==> src/rtl/smx_pkg.sv <==
// Shared types and constants for the stack machine executor.
package smx_pkg;

   // Field widths fixed by the instruction format.
   localparam int KIND_W  = 4;
   localparam int WORD_W  = 32;
   localparam int LEN_W   = 16;
   localparam int DEPTH_W = 7;

   // Response queue geometry.
   localparam int QUEUE_DEPTH = 3;
   localparam int QPTR_W      = 2;
   localparam int QLVL_W      = 2;

   // Opcodes.
   localparam logic [KIND_W-1:0] OP_PUSH   = 4'd0;
   localparam logic [KIND_W-1:0] OP_POP    = 4'd1;
   localparam logic [KIND_W-1:0] OP_ADD    = 4'd2;
   localparam logic [KIND_W-1:0] OP_READ   = 4'd3;
   localparam logic [KIND_W-1:0] OP_WRITE  = 4'd4;
   localparam logic [KIND_W-1:0] OP_DUP    = 4'd5;
   localparam logic [KIND_W-1:0] OP_JUMPIF = 4'd6;
   localparam logic [KIND_W-1:0] OP_MUL    = 4'd7;
   localparam logic [KIND_W-1:0] OP_SWAP   = 4'd8;
   localparam logic [KIND_W-1:0] OP_OVER   = 4'd9;

   // Action decided at issue, carried out at execute.
   typedef enum logic [3:0] {
      ACT_NONE,
      ACT_PUSH_IMM,
      ACT_PUSH_RD,
      ACT_POP,
      ACT_ADD,
      ACT_MUL,
      ACT_WRITE,
      ACT_DUP,
      ACT_JUMP,
      ACT_SWAP,
      ACT_OVER
   } act_type;

   typedef struct packed {
      logic        [KIND_W-1:0] kind;
      logic signed [WORD_W-1:0] immediate;
      logic signed [WORD_W-1:0] read_value;
   } req_type;

   typedef struct packed {
      logic signed [WORD_W-1:0]  next_pc;
      logic                      halted;
      logic                      write_valid;
      logic signed [WORD_W-1:0]  write_value;
      logic                      overflow_flag;
      logic        [DEPTH_W-1:0] stack_depth;
   } rsp_type;

endpackage

==> src/rtl/stack_machine_executor.sv <==
// Top level of the stack machine executor: request admission, core and response queue.
//
// Executes one stack-machine instruction per request and returns one response per request.
// A request can be accepted in every clock cycle while the queue has room. The cycle after
// acceptance is its execute cycle; at the end of that cycle its response enters the response
// queue and is offered from the next cycle. The top stack entry sits in a register and the
// rest of the stack in a RAM with one write port and one registered read port. The read of
// the second entry is issued in the acceptance cycle, so every instruction retires in its
// execute cycle; a value written to the RAM in a cycle is forwarded to the read issued in
// that cycle. Responses wait in a three-entry queue, and requests are held off only while
// that queue, together with the instruction in execute, is full. The stack RAM needs no
// clearing after reset. The program length register is written through csr_wr_en and
// csr_wr_data and must be written only while no request is outstanding.
module stack_machine_executor #(
   parameter int STACK_DEPTH = 64
) (
   input  logic                        clock,
   input  logic                        reset,
   input  logic                        req_valid,
   output logic                        req_ready,
   input  smx_pkg::req_type            req_payload,
   output logic                        rsp_valid,
   input  logic                        rsp_ready,
   output smx_pkg::rsp_type            rsp_payload,
   input  logic                        csr_wr_en,
   input  logic [smx_pkg::LEN_W-1:0]   csr_wr_data
);
   import smx_pkg::*;

   logic [LEN_W-1:0]   program_length_ff, program_length_in;
   logic               req_fire;
   logic               exec_valid;
   rsp_type            exec_result;
   logic [QLVL_W-1:0]  level;
   logic [QLVL_W:0]    in_flight;

   // Program length register.
   assign program_length_in = csr_wr_en ? csr_wr_data : program_length_ff;

   always_ff @(posedge clock) begin
      if (reset) begin
         program_length_ff <= '0;
      end else begin
         program_length_ff <= program_length_in;
      end
   end

   // Admit a request only when its response is sure to find room in the queue.
   assign in_flight = {1'b0, level} + (QLVL_W + 1)'(exec_valid);
   assign req_ready = (in_flight < (QLVL_W + 1)'(QUEUE_DEPTH));
   assign req_fire  = req_valid && req_ready;

   smx_core #(
      .STACK_DEPTH (STACK_DEPTH)
   ) u_core (
      .clock          (clock),
      .reset          (reset),
      .req_fire       (req_fire),
      .req_payload    (req_payload),
      .program_length (program_length_ff),
      .exec_valid     (exec_valid),
      .exec_result    (exec_result)
   );

   smx_rsp_queue u_rsp_queue (
      .clock       (clock),
      .reset       (reset),
      .push        (exec_valid),
      .push_data   (exec_result),
      .rsp_valid   (rsp_valid),
      .rsp_ready   (rsp_ready),
      .rsp_payload (rsp_payload),
      .level       (level)
   );

endmodule

==> src/rtl/smx_ram.sv <==
// Generic single-write, single-read RAM with a registered read port.
module smx_ram #(
   parameter int WIDTH = 32,
   parameter int DEPTH = 64
) (
   input  logic                     clock,
   input  logic                     wr_en,
   input  logic [$clog2(DEPTH)-1:0] wr_addr,
   input  logic [WIDTH-1:0]         wr_data,
   input  logic [$clog2(DEPTH)-1:0] rd_addr,
   output logic [WIDTH-1:0]         rd_data
);

   logic [WIDTH-1:0] mem_ff [DEPTH];
   logic [WIDTH-1:0] rd_data_ff;

   // Write port and registered read port; a read of the address being written returns old data.
   always_ff @(posedge clock) begin
      if (wr_en) begin
         mem_ff[wr_addr] <= wr_data;
      end
      rd_data_ff <= mem_ff[rd_addr];
   end

   assign rd_data = rd_data_ff;

endmodule

==> src/rtl/smx_core.sv <==
// Instruction core: issue stage with the stack RAM read, execute stage with the top-of-stack register.
module smx_core #(
   parameter int STACK_DEPTH = 64
) (
   input  logic                        clock,
   input  logic                        reset,
   input  logic                        req_fire,
   input  smx_pkg::req_type            req_payload,
   input  logic [smx_pkg::LEN_W-1:0]   program_length,
   output logic                        exec_valid,
   output smx_pkg::rsp_type            exec_result
);
   import smx_pkg::*;

   localparam int CNT_W  = $clog2(STACK_DEPTH + 1);
   localparam int ADDR_W = $clog2(STACK_DEPTH);
   localparam logic [CNT_W-1:0] CNT_FULL = CNT_W'(STACK_DEPTH);
   localparam logic [CNT_W-1:0] CNT_ONE  = CNT_W'(1);
   localparam logic [CNT_W-1:0] CNT_TWO  = CNT_W'(2);

   // Issue stage state.
   logic [CNT_W-1:0]  cnt_ff, cnt_in, cnt_next;
   logic [CNT_W-1:0]  cnt_m1, cnt_m2;
   logic              has1, has2, full;
   act_type           act_ff, act_in;
   logic              ovf_ff, ovf_in;
   logic              wen_ff, wen_in;
   logic [ADDR_W-1:0] waddr_ff, waddr_in;
   logic [ADDR_W-1:0] rd_addr;
   logic [WORD_W-1:0] imm_ff, rdv_ff;
   logic              ex_valid_ff;
   logic              fwd_hit_ff, fwd_hit_in;
   logic [WORD_W-1:0] fwd_data_ff;

   // Execute stage state.
   logic [WORD_W-1:0] top_ff, top_in;
   logic [WORD_W-1:0] pc_ff, pc_next;
   logic [WORD_W-1:0] ram_rd_data, second, prod;
   logic [CNT_W+DEPTH_W-1:0] cnt_ext;

   assign cnt_m1  = cnt_ff - CNT_ONE;
   assign cnt_m2  = cnt_ff - CNT_TWO;
   assign has1    = (cnt_ff != '0);
   assign has2    = (cnt_ff >= CNT_TWO);
   assign full    = (cnt_ff == CNT_FULL);
   assign rd_addr = cnt_m2[ADDR_W-1:0];

   // Decode: the depth change depends only on the opcode and the current depth.
   always_comb begin
      act_in   = ACT_NONE;
      ovf_in   = 1'b0;
      wen_in   = 1'b0;
      waddr_in = cnt_m1[ADDR_W-1:0];
      cnt_next = cnt_ff;
      case (req_payload.kind)
         OP_PUSH, OP_READ: begin
            if (full) begin
               ovf_in = 1'b1;
            end else begin
               act_in   = (req_payload.kind == OP_PUSH) ? ACT_PUSH_IMM : ACT_PUSH_RD;
               wen_in   = has1;
               cnt_next = cnt_ff + CNT_ONE;
            end
         end
         OP_POP: begin
            if (has1) begin
               act_in   = ACT_POP;
               cnt_next = cnt_m1;
            end
         end
         OP_WRITE: begin
            if (has1) begin
               act_in   = ACT_WRITE;
               cnt_next = cnt_m1;
            end
         end
         OP_JUMPIF: begin
            if (has1) begin
               act_in   = ACT_JUMP;
               cnt_next = cnt_m1;
            end
         end
         OP_ADD, OP_MUL: begin
            if (has2) begin
               act_in   = (req_payload.kind == OP_ADD) ? ACT_ADD : ACT_MUL;
               cnt_next = cnt_m1;
            end
         end
         OP_DUP: begin
            if (has1) begin
               if (full) begin
                  ovf_in = 1'b1;
               end else begin
                  act_in   = ACT_DUP;
                  wen_in   = 1'b1;
                  cnt_next = cnt_ff + CNT_ONE;
               end
            end
         end
         OP_SWAP: begin
            if (has2) begin
               act_in   = ACT_SWAP;
               wen_in   = 1'b1;
               waddr_in = cnt_m2[ADDR_W-1:0];
            end
         end
         OP_OVER: begin
            if (has2) begin
               if (full) begin
                  ovf_in = 1'b1;
               end else begin
                  act_in   = ACT_OVER;
                  wen_in   = 1'b1;
                  cnt_next = cnt_ff + CNT_ONE;
               end
            end
         end
         default: begin
         end
      endcase
   end

   assign cnt_in = req_fire ? cnt_next : cnt_ff;

   // The execute stage writes the old top to the RAM in the same cycle as this read.
   assign fwd_hit_in = wen_ff && (waddr_ff == rd_addr);

   // Issue stage registers.
   always_ff @(posedge clock) begin
      if (reset) begin
         cnt_ff      <= '0;
         ex_valid_ff <= 1'b0;
         wen_ff      <= 1'b0;
         fwd_hit_ff  <= 1'b0;
      end else begin
         cnt_ff      <= cnt_in;
         ex_valid_ff <= req_fire;
         wen_ff      <= req_fire && wen_in;
         fwd_hit_ff  <= fwd_hit_in;
      end
   end

   always_ff @(posedge clock) begin
      act_ff      <= act_in;
      ovf_ff      <= ovf_in;
      waddr_ff    <= waddr_in;
      imm_ff      <= req_payload.immediate;
      rdv_ff      <= req_payload.read_value;
      fwd_data_ff <= top_ff;
   end

   // Stack entries below the top.
   smx_ram #(
      .WIDTH (WORD_W),
      .DEPTH (STACK_DEPTH)
   ) u_stack_ram (
      .clock   (clock),
      .wr_en   (wen_ff),
      .wr_addr (waddr_ff),
      .wr_data (top_ff),
      .rd_addr (rd_addr),
      .rd_data (ram_rd_data)
   );

   // Second entry from the RAM, or the value written over it in the previous cycle.
   assign second = fwd_hit_ff ? fwd_data_ff : ram_rd_data;
   assign prod   = top_ff * second;

   // New top of stack.
   always_comb begin
      case (act_ff)
         ACT_PUSH_IMM: top_in = imm_ff;
         ACT_PUSH_RD:  top_in = rdv_ff;
         ACT_ADD:      top_in = top_ff + second;
         ACT_MUL:      top_in = prod;
         ACT_POP,
         ACT_WRITE,
         ACT_JUMP,
         ACT_SWAP,
         ACT_OVER:     top_in = second;
         default:      top_in = top_ff;
      endcase
   end

   // A taken jump needs a non-negative top entry.
   assign pc_next = ((act_ff == ACT_JUMP) && !top_ff[WORD_W-1]) ? imm_ff
                                                                : pc_ff + 32'd1;

   always_ff @(posedge clock) begin
      if (reset) begin
         pc_ff <= '0;
      end else if (ex_valid_ff) begin
         pc_ff <= pc_next;
      end
   end

   always_ff @(posedge clock) begin
      if (ex_valid_ff) begin
         top_ff <= top_in;
      end
   end

   // Result of the instruction in execute; the depth counter already holds its new value.
   assign cnt_ext = {{DEPTH_W{1'b0}}, cnt_ff};

   always_comb begin
      exec_result.next_pc       = pc_next;
      exec_result.halted        = pc_next[WORD_W-1] ||
                                  (pc_next >= {{(WORD_W-LEN_W){1'b0}}, program_length});
      exec_result.write_valid   = (act_ff == ACT_WRITE);
      exec_result.write_value   = (act_ff == ACT_WRITE) ? top_ff : '0;
      exec_result.overflow_flag = ovf_ff;
      exec_result.stack_depth   = cnt_ext[DEPTH_W-1:0];
   end

   assign exec_valid = ex_valid_ff;

   // Checks on the stack bookkeeping.
   a_depth_bound: assert property (@(posedge clock) disable iff (reset)
      cnt_ff <= CNT_FULL)
      else $error("stack depth beyond capacity");

   a_exec_follows_accept: assert property (@(posedge clock) disable iff (reset)
      req_fire |=> ex_valid_ff)
      else $error("accepted request not executed in the next cycle");

   a_write_in_exec: assert property (@(posedge clock) disable iff (reset)
      wen_ff |-> ex_valid_ff)
      else $error("stack RAM written outside execute");

   a_ovf_when_full: assert property (@(posedge clock) disable iff (reset)
      (ex_valid_ff && ovf_ff) |-> (cnt_ff == CNT_FULL))
      else $error("overflow reported on a stack that is not full");

endmodule

==> src/rtl/smx_rsp_queue.sv <==
// Small response queue that decouples execution from the response handshake.
module smx_rsp_queue (
   input  logic                         clock,
   input  logic                         reset,
   input  logic                         push,
   input  smx_pkg::rsp_type             push_data,
   output logic                         rsp_valid,
   input  logic                         rsp_ready,
   output smx_pkg::rsp_type             rsp_payload,
   output logic [smx_pkg::QLVL_W-1:0]   level
);
   import smx_pkg::*;

   localparam logic [QPTR_W-1:0] PTR_LAST = QPTR_W'(QUEUE_DEPTH - 1);

   rsp_type            entry_ff [QUEUE_DEPTH];
   logic [QPTR_W-1:0]  wr_ptr_ff, wr_ptr_in;
   logic [QPTR_W-1:0]  rd_ptr_ff, rd_ptr_in;
   logic [QLVL_W-1:0]  level_ff, level_in;
   logic               pop;

   assign pop = rsp_valid && rsp_ready;

   // Pointer and fill level update.
   always_comb begin
      wr_ptr_in = wr_ptr_ff;
      rd_ptr_in = rd_ptr_ff;
      level_in  = level_ff;
      if (push) begin
         wr_ptr_in = (wr_ptr_ff == PTR_LAST) ? '0 : wr_ptr_ff + QPTR_W'(1);
      end
      if (pop) begin
         rd_ptr_in = (rd_ptr_ff == PTR_LAST) ? '0 : rd_ptr_ff + QPTR_W'(1);
      end
      if (push && !pop) begin
         level_in = level_ff + QLVL_W'(1);
      end else if (pop && !push) begin
         level_in = level_ff - QLVL_W'(1);
      end
   end

   always_ff @(posedge clock) begin
      if (reset) begin
         wr_ptr_ff <= '0;
         rd_ptr_ff <= '0;
         level_ff  <= '0;
      end else begin
         wr_ptr_ff <= wr_ptr_in;
         rd_ptr_ff <= rd_ptr_in;
         level_ff  <= level_in;
      end
   end

   // Entry storage.
   always_ff @(posedge clock) begin
      if (push) begin
         entry_ff[wr_ptr_ff] <= push_data;
      end
   end

   assign rsp_valid   = (level_ff != '0);
   assign rsp_payload = entry_ff[rd_ptr_ff];
   assign level       = level_ff;

endmodule

==> config.mk <==
export PLATFORM = sky130hd
export DESIGN_NAME = stack_machine_executor
export DESIGN_NICKNAME = d
export VERILOG_FILES = /design/src/rtl/smx_pkg.sv /design/src/rtl/stack_machine_executor.sv /design/src/rtl/smx_ram.sv /design/src/rtl/smx_core.sv /design/src/rtl/smx_rsp_queue.sv
export SDC_FILE = /design/constraint.sdc
export NUM_CORES = 2
export LEC_CHECK = 0
export ABC_AREA = 1
export BUFFER_PORTS_ARGS = -buffer_cell sky130_fd_sc_hd__buf_2
export CORE_UTILIZATION = 68
export DETAILED_ROUTE_END_ITERATION = 10
export MAX_ROUTING_LAYER = met4
export PLACE_DENSITY = 0.85
export SYNTH_ARGS = -nofsm -noshare
export SYNTH_HDL_FRONTEND = slang
export SYNTH_SLANG_ARGS = --single-unit
==> constraint.sdc <==
create_clock -name clock -period 16.3 [get_ports clock]
set_input_delay 0.815 -clock clock [delete_from_list [all_inputs] [get_ports clock]]
set_output_delay 0.815 -clock clock [all_outputs]
set_load 0.02 [all_outputs]
==> results.yml <==
sta:
  worst_pin_slew_ps: 1450
  layout_setup_ws_ps: 7109
  rsz0062_at_grt: "no"
  setup-tns-final_ps: 0
  fmax_mhz: 108.8
  clock_skew_ps: 117.2
  slew_headroom: 0.03231
  fin_crit_ps: 9191
  setup_viol: 0
  finalHoldViolCount: 0
  final-max-slew-violation-count: 0
  finalCritPeriodShare: 0.5639
clock_network:
  cts_made_buffers: 235
  insertion_delay_ps: 970
  cts_root_buf: "clkbuf_16"
  cts_tree: "done"
  cts.reportedPaths.clkPinSlew_ps: 60
  cts_hold_repair.buffers: 16
  cts_max_path_buffers: 3
  cts_setup_buffers: 0
  h-tree-depth: 4
  clkSinkCount: 2507
  cts_resized: 0
setup_path:
  crit_slowest_cell: "inv_1"
  setup.worst_path.end_class: "flip-flop"
  critPathBufInv: 8
  cp_top_family: "adder cells"
  critical_path_required_ps: 16890
  worst-path-max-fanout: 50
  worstSetupStartpointType: "flip-flop"
  slowest_delay_ps: 960
  critPathKind: "flip-flop to flip-flop"
  critical_path_arrival_ps: 9790
  critical_path.most_common_cell: "fa_1"
synth:
  synth_edf_count: 2302
  ys_types: 57
  syn_area_per_cell_um2: 11.47
  ys_ff_latch: 2507
  yosysSeqAreaShare: 0.6365
  syn_inst: 10030
  syn_nets: 10708
  async_reset_ff_frac: 0
  syn_area_um2: 115000
  synth_warnings: 0
  ys.flop_type: "edfxtp_1"
worst_hold_path:
  hold_path.class: "primary input to flip-flop"
global_route:
  grt_max_degree: 203
  grt_overflow: 0
  antenna_found_initial: 23
  grtUsageTotal: 0.4352
  grt_pass1_vias: 83130
  grt_pass1_wl_um: 521900
routing:
  drc: 0
  drtPass1Iterations: 8
  vias_per_cell: 6.870
  ant_nets: 0
  routed_wl_um: 364100
  drtIter0Drc: 15759
  wire_per_inst_um: 29.18
  vias: 85735
floorplanning:
  dieWidth_um: 413.3
  ios: 165
  core-area_um2: 167600
  row_count: 150
  die_area_um2: 170800
  initial_utilization: 0.6864
  die_y_um: 413.3
place:
  dp_hpwl_um: 210300
  place_worst_setup_slack_ps: 7397
  globalplace.congestion: 1.068
  io_buffers: 164
cells_and_area:
  final_layout_size_suffix_gt1_frac: 0.08341
  seq_area_um2: 73240
  multi_input_area_um2: 37300
  area_growth_pct: 9.967
  fillers: 9893
  nNetsFinal: 10725
outcome:
  outcome: "completed"
job:
  cap_violations: 0
[cell usage in the layout, fill, tap and decap left out, types with 15 or more instances in the layout]
cell type      count
a21oi_1          334
a221oi_1          18
a31oi_1           24
buf_2            164
buf_4            185
bufinv_16         21
clkbuf_1          45
clkbuf_16        237
clkinv_1          58
clkinv_2          52
dfxtp_1          200
diode_2           25
dlygate4sd3_1     16
edfxtp_1        2302
fa_1             409
ha_1             179
inv_1            708
nand2_1          748
nand3_1          101
nand4_1           15
nor2_1          1927
nor2_4            65
nor3_1            51
o21ai_0         1444
o22ai_1          607
o32ai_1           49
or2_2             24
xor2_1            36
[Yosys cell counts, types with 4 or more instances]
master	number	area, um2
a211oi_1	9	67.56
a21boi_0	4	30.03
a21o_1	5	37.54
a21oi_1	335	1677
a221oi_1	18	157.7
a22oi_1	6	45.04
a31oi_1	24	150.1
a32oi_1	5	43.79
a41oi_1	4	35.03
buf_1	33	123.9
buf_2	47	235.2
buf_6	4	45.04
clkbuf_1	506	1899
clkinv_1	12	45.04
dfxtp_1	205	4104
edfxtp_1	2302	69130
fa_1	409	8188
ha_1	180	2252
inv_1	714	2680
inv_2	11	41.29
nand2_1	748	2808
nand2_2	8	50.05
nand3_1	101	505.5
nand3b_1	9	67.56
nand4_1	15	93.84
nor2_1	1994	7485
nor2_2	5	31.28
nor3_1	53	265.3
nor4_1	14	87.58
o2111ai_1	6	52.55
o211ai_1	14	105.1
o21ai_0	1444	7227
o21ai_1	5	25.02
o21ai_2	8	70.07
o21ai_4	4	65.06
o21bai_1	4	30.03
o221ai_1	9	78.83
o22ai_1	607	3797
o31ai_1	5	37.54
o32ai_1	49	429.2
or2_2	24	150.1
xnor2_1	11	96.34
xor2_1	38	332.8
[per-layer routing]
| layer | share of wire | track usage | up-vias |
|---|---|---|---|
| li1 | - | - | 35325 |
| met1 | 0.33 | 0.5365 | 40838 |
| met2 | 0.44 | 0.6331 | 7863 |
| met3 | 0.15 | 0.1115 | 1709 |
| met4 | 0.082 | 0.3040 | 0 |
| met5 | 0 | - | - |
[registers in the layout, indices dropped and copies added (netlist names), named ones only]
| name | count |
|---|---|
| u_core.rdv_ff | 32 |
| u_rsp_queue.entry_ff | 222 |
| u_rsp_queue.level | 2 |
| u_core.u_stack_ram.rd_data | 32 |
| u_core.act_ff | 4 |
| u_core.cnt_ff | 7 |
| u_core.waddr_ff | 6 |
| u_rsp_queue.wr_ptr_ff | 2 |
| program_length_ff | 16 |
| u_core.exec_valid | 1 |
| u_core.fwd_data_ff | 32 |
| u_core.ovf_ff | 1 |
| u_core.fwd_hit_ff | 1 |
| u_core.wen_ff | 1 |
| u_core.top_ff | 32 |
| u_core.u_stack_ram.mem_ff | 2048 |
| u_core.imm_ff | 32 |
| u_rsp_queue.rd_ptr_ff | 2 |
| u_core.pc_ff | 32 |
[metrics by stage]
step	cell area, um2	hold WS [ps]	std cells	util
2_1_floorplan	115000	421.0	10030	-
3_3_place_gp	118500	424.8	11997	0.7069
3_5_place_dp	118500	446.2	11997	0.7069
4_1_cts	126400	0.4243	12453	0.7544
5_1_grt	126500	10.88	12469	0.7547
6_report	126500	25.19	12479	0.7548
[path summary, 6_finish.rpt]
check | start | to | depth (start not counted) | slack [ps]
max | u_core.fwd_hit_ff | u_core.top_ff[24] | 29 | 7110
min | req_payload[10] | u_core.rdv_ff[10] | 1 | 30
max reg2reg | u_core.fwd_hit_ff | u_core.top_ff[24] | 29 | 7110
min reg2reg | u_core.ovf_ff | u_rsp_queue.entry_ff[1][7] | 0 | 440
[cell type report]
type                       count  share of cell area
antenna                       25           0.0004945
clock inverter               150             0.01260
clock buffer                 290             0.04908
multi-input combinational   6192              0.2948
sequential                  2507              0.5789
timing repair buffer         374             0.02016
inverter                     737             0.02208
tap                         2204             0.02180
[kinds of logic (layout without fill, tap and decap cells)]
| logic type | after synthesis | in the layout | share of synthesized area |
|---|---|---|---|
| AO/OA/AOI/OAI | 2575 | 2575 | 0.1239 |
| XOR/XNOR | 49 | 49 | 0.003730 |
| adder cells (fa/ha/maj) | 589 | 589 | 0.09075 |
| buffers and inverters | 1331 | 1551 | 0.04431 |
| flip-flops | 2507 | 2507 | 0.6365 |
| other | 0 | 25 | 0 |
| AND/OR/NAND/NOR | 2979 | 2979 | 0.1008 |
Power is left out: the tool's default activity adds up to more than one toggle a clock period on the data nets, which glitch-free logic cannot reach.
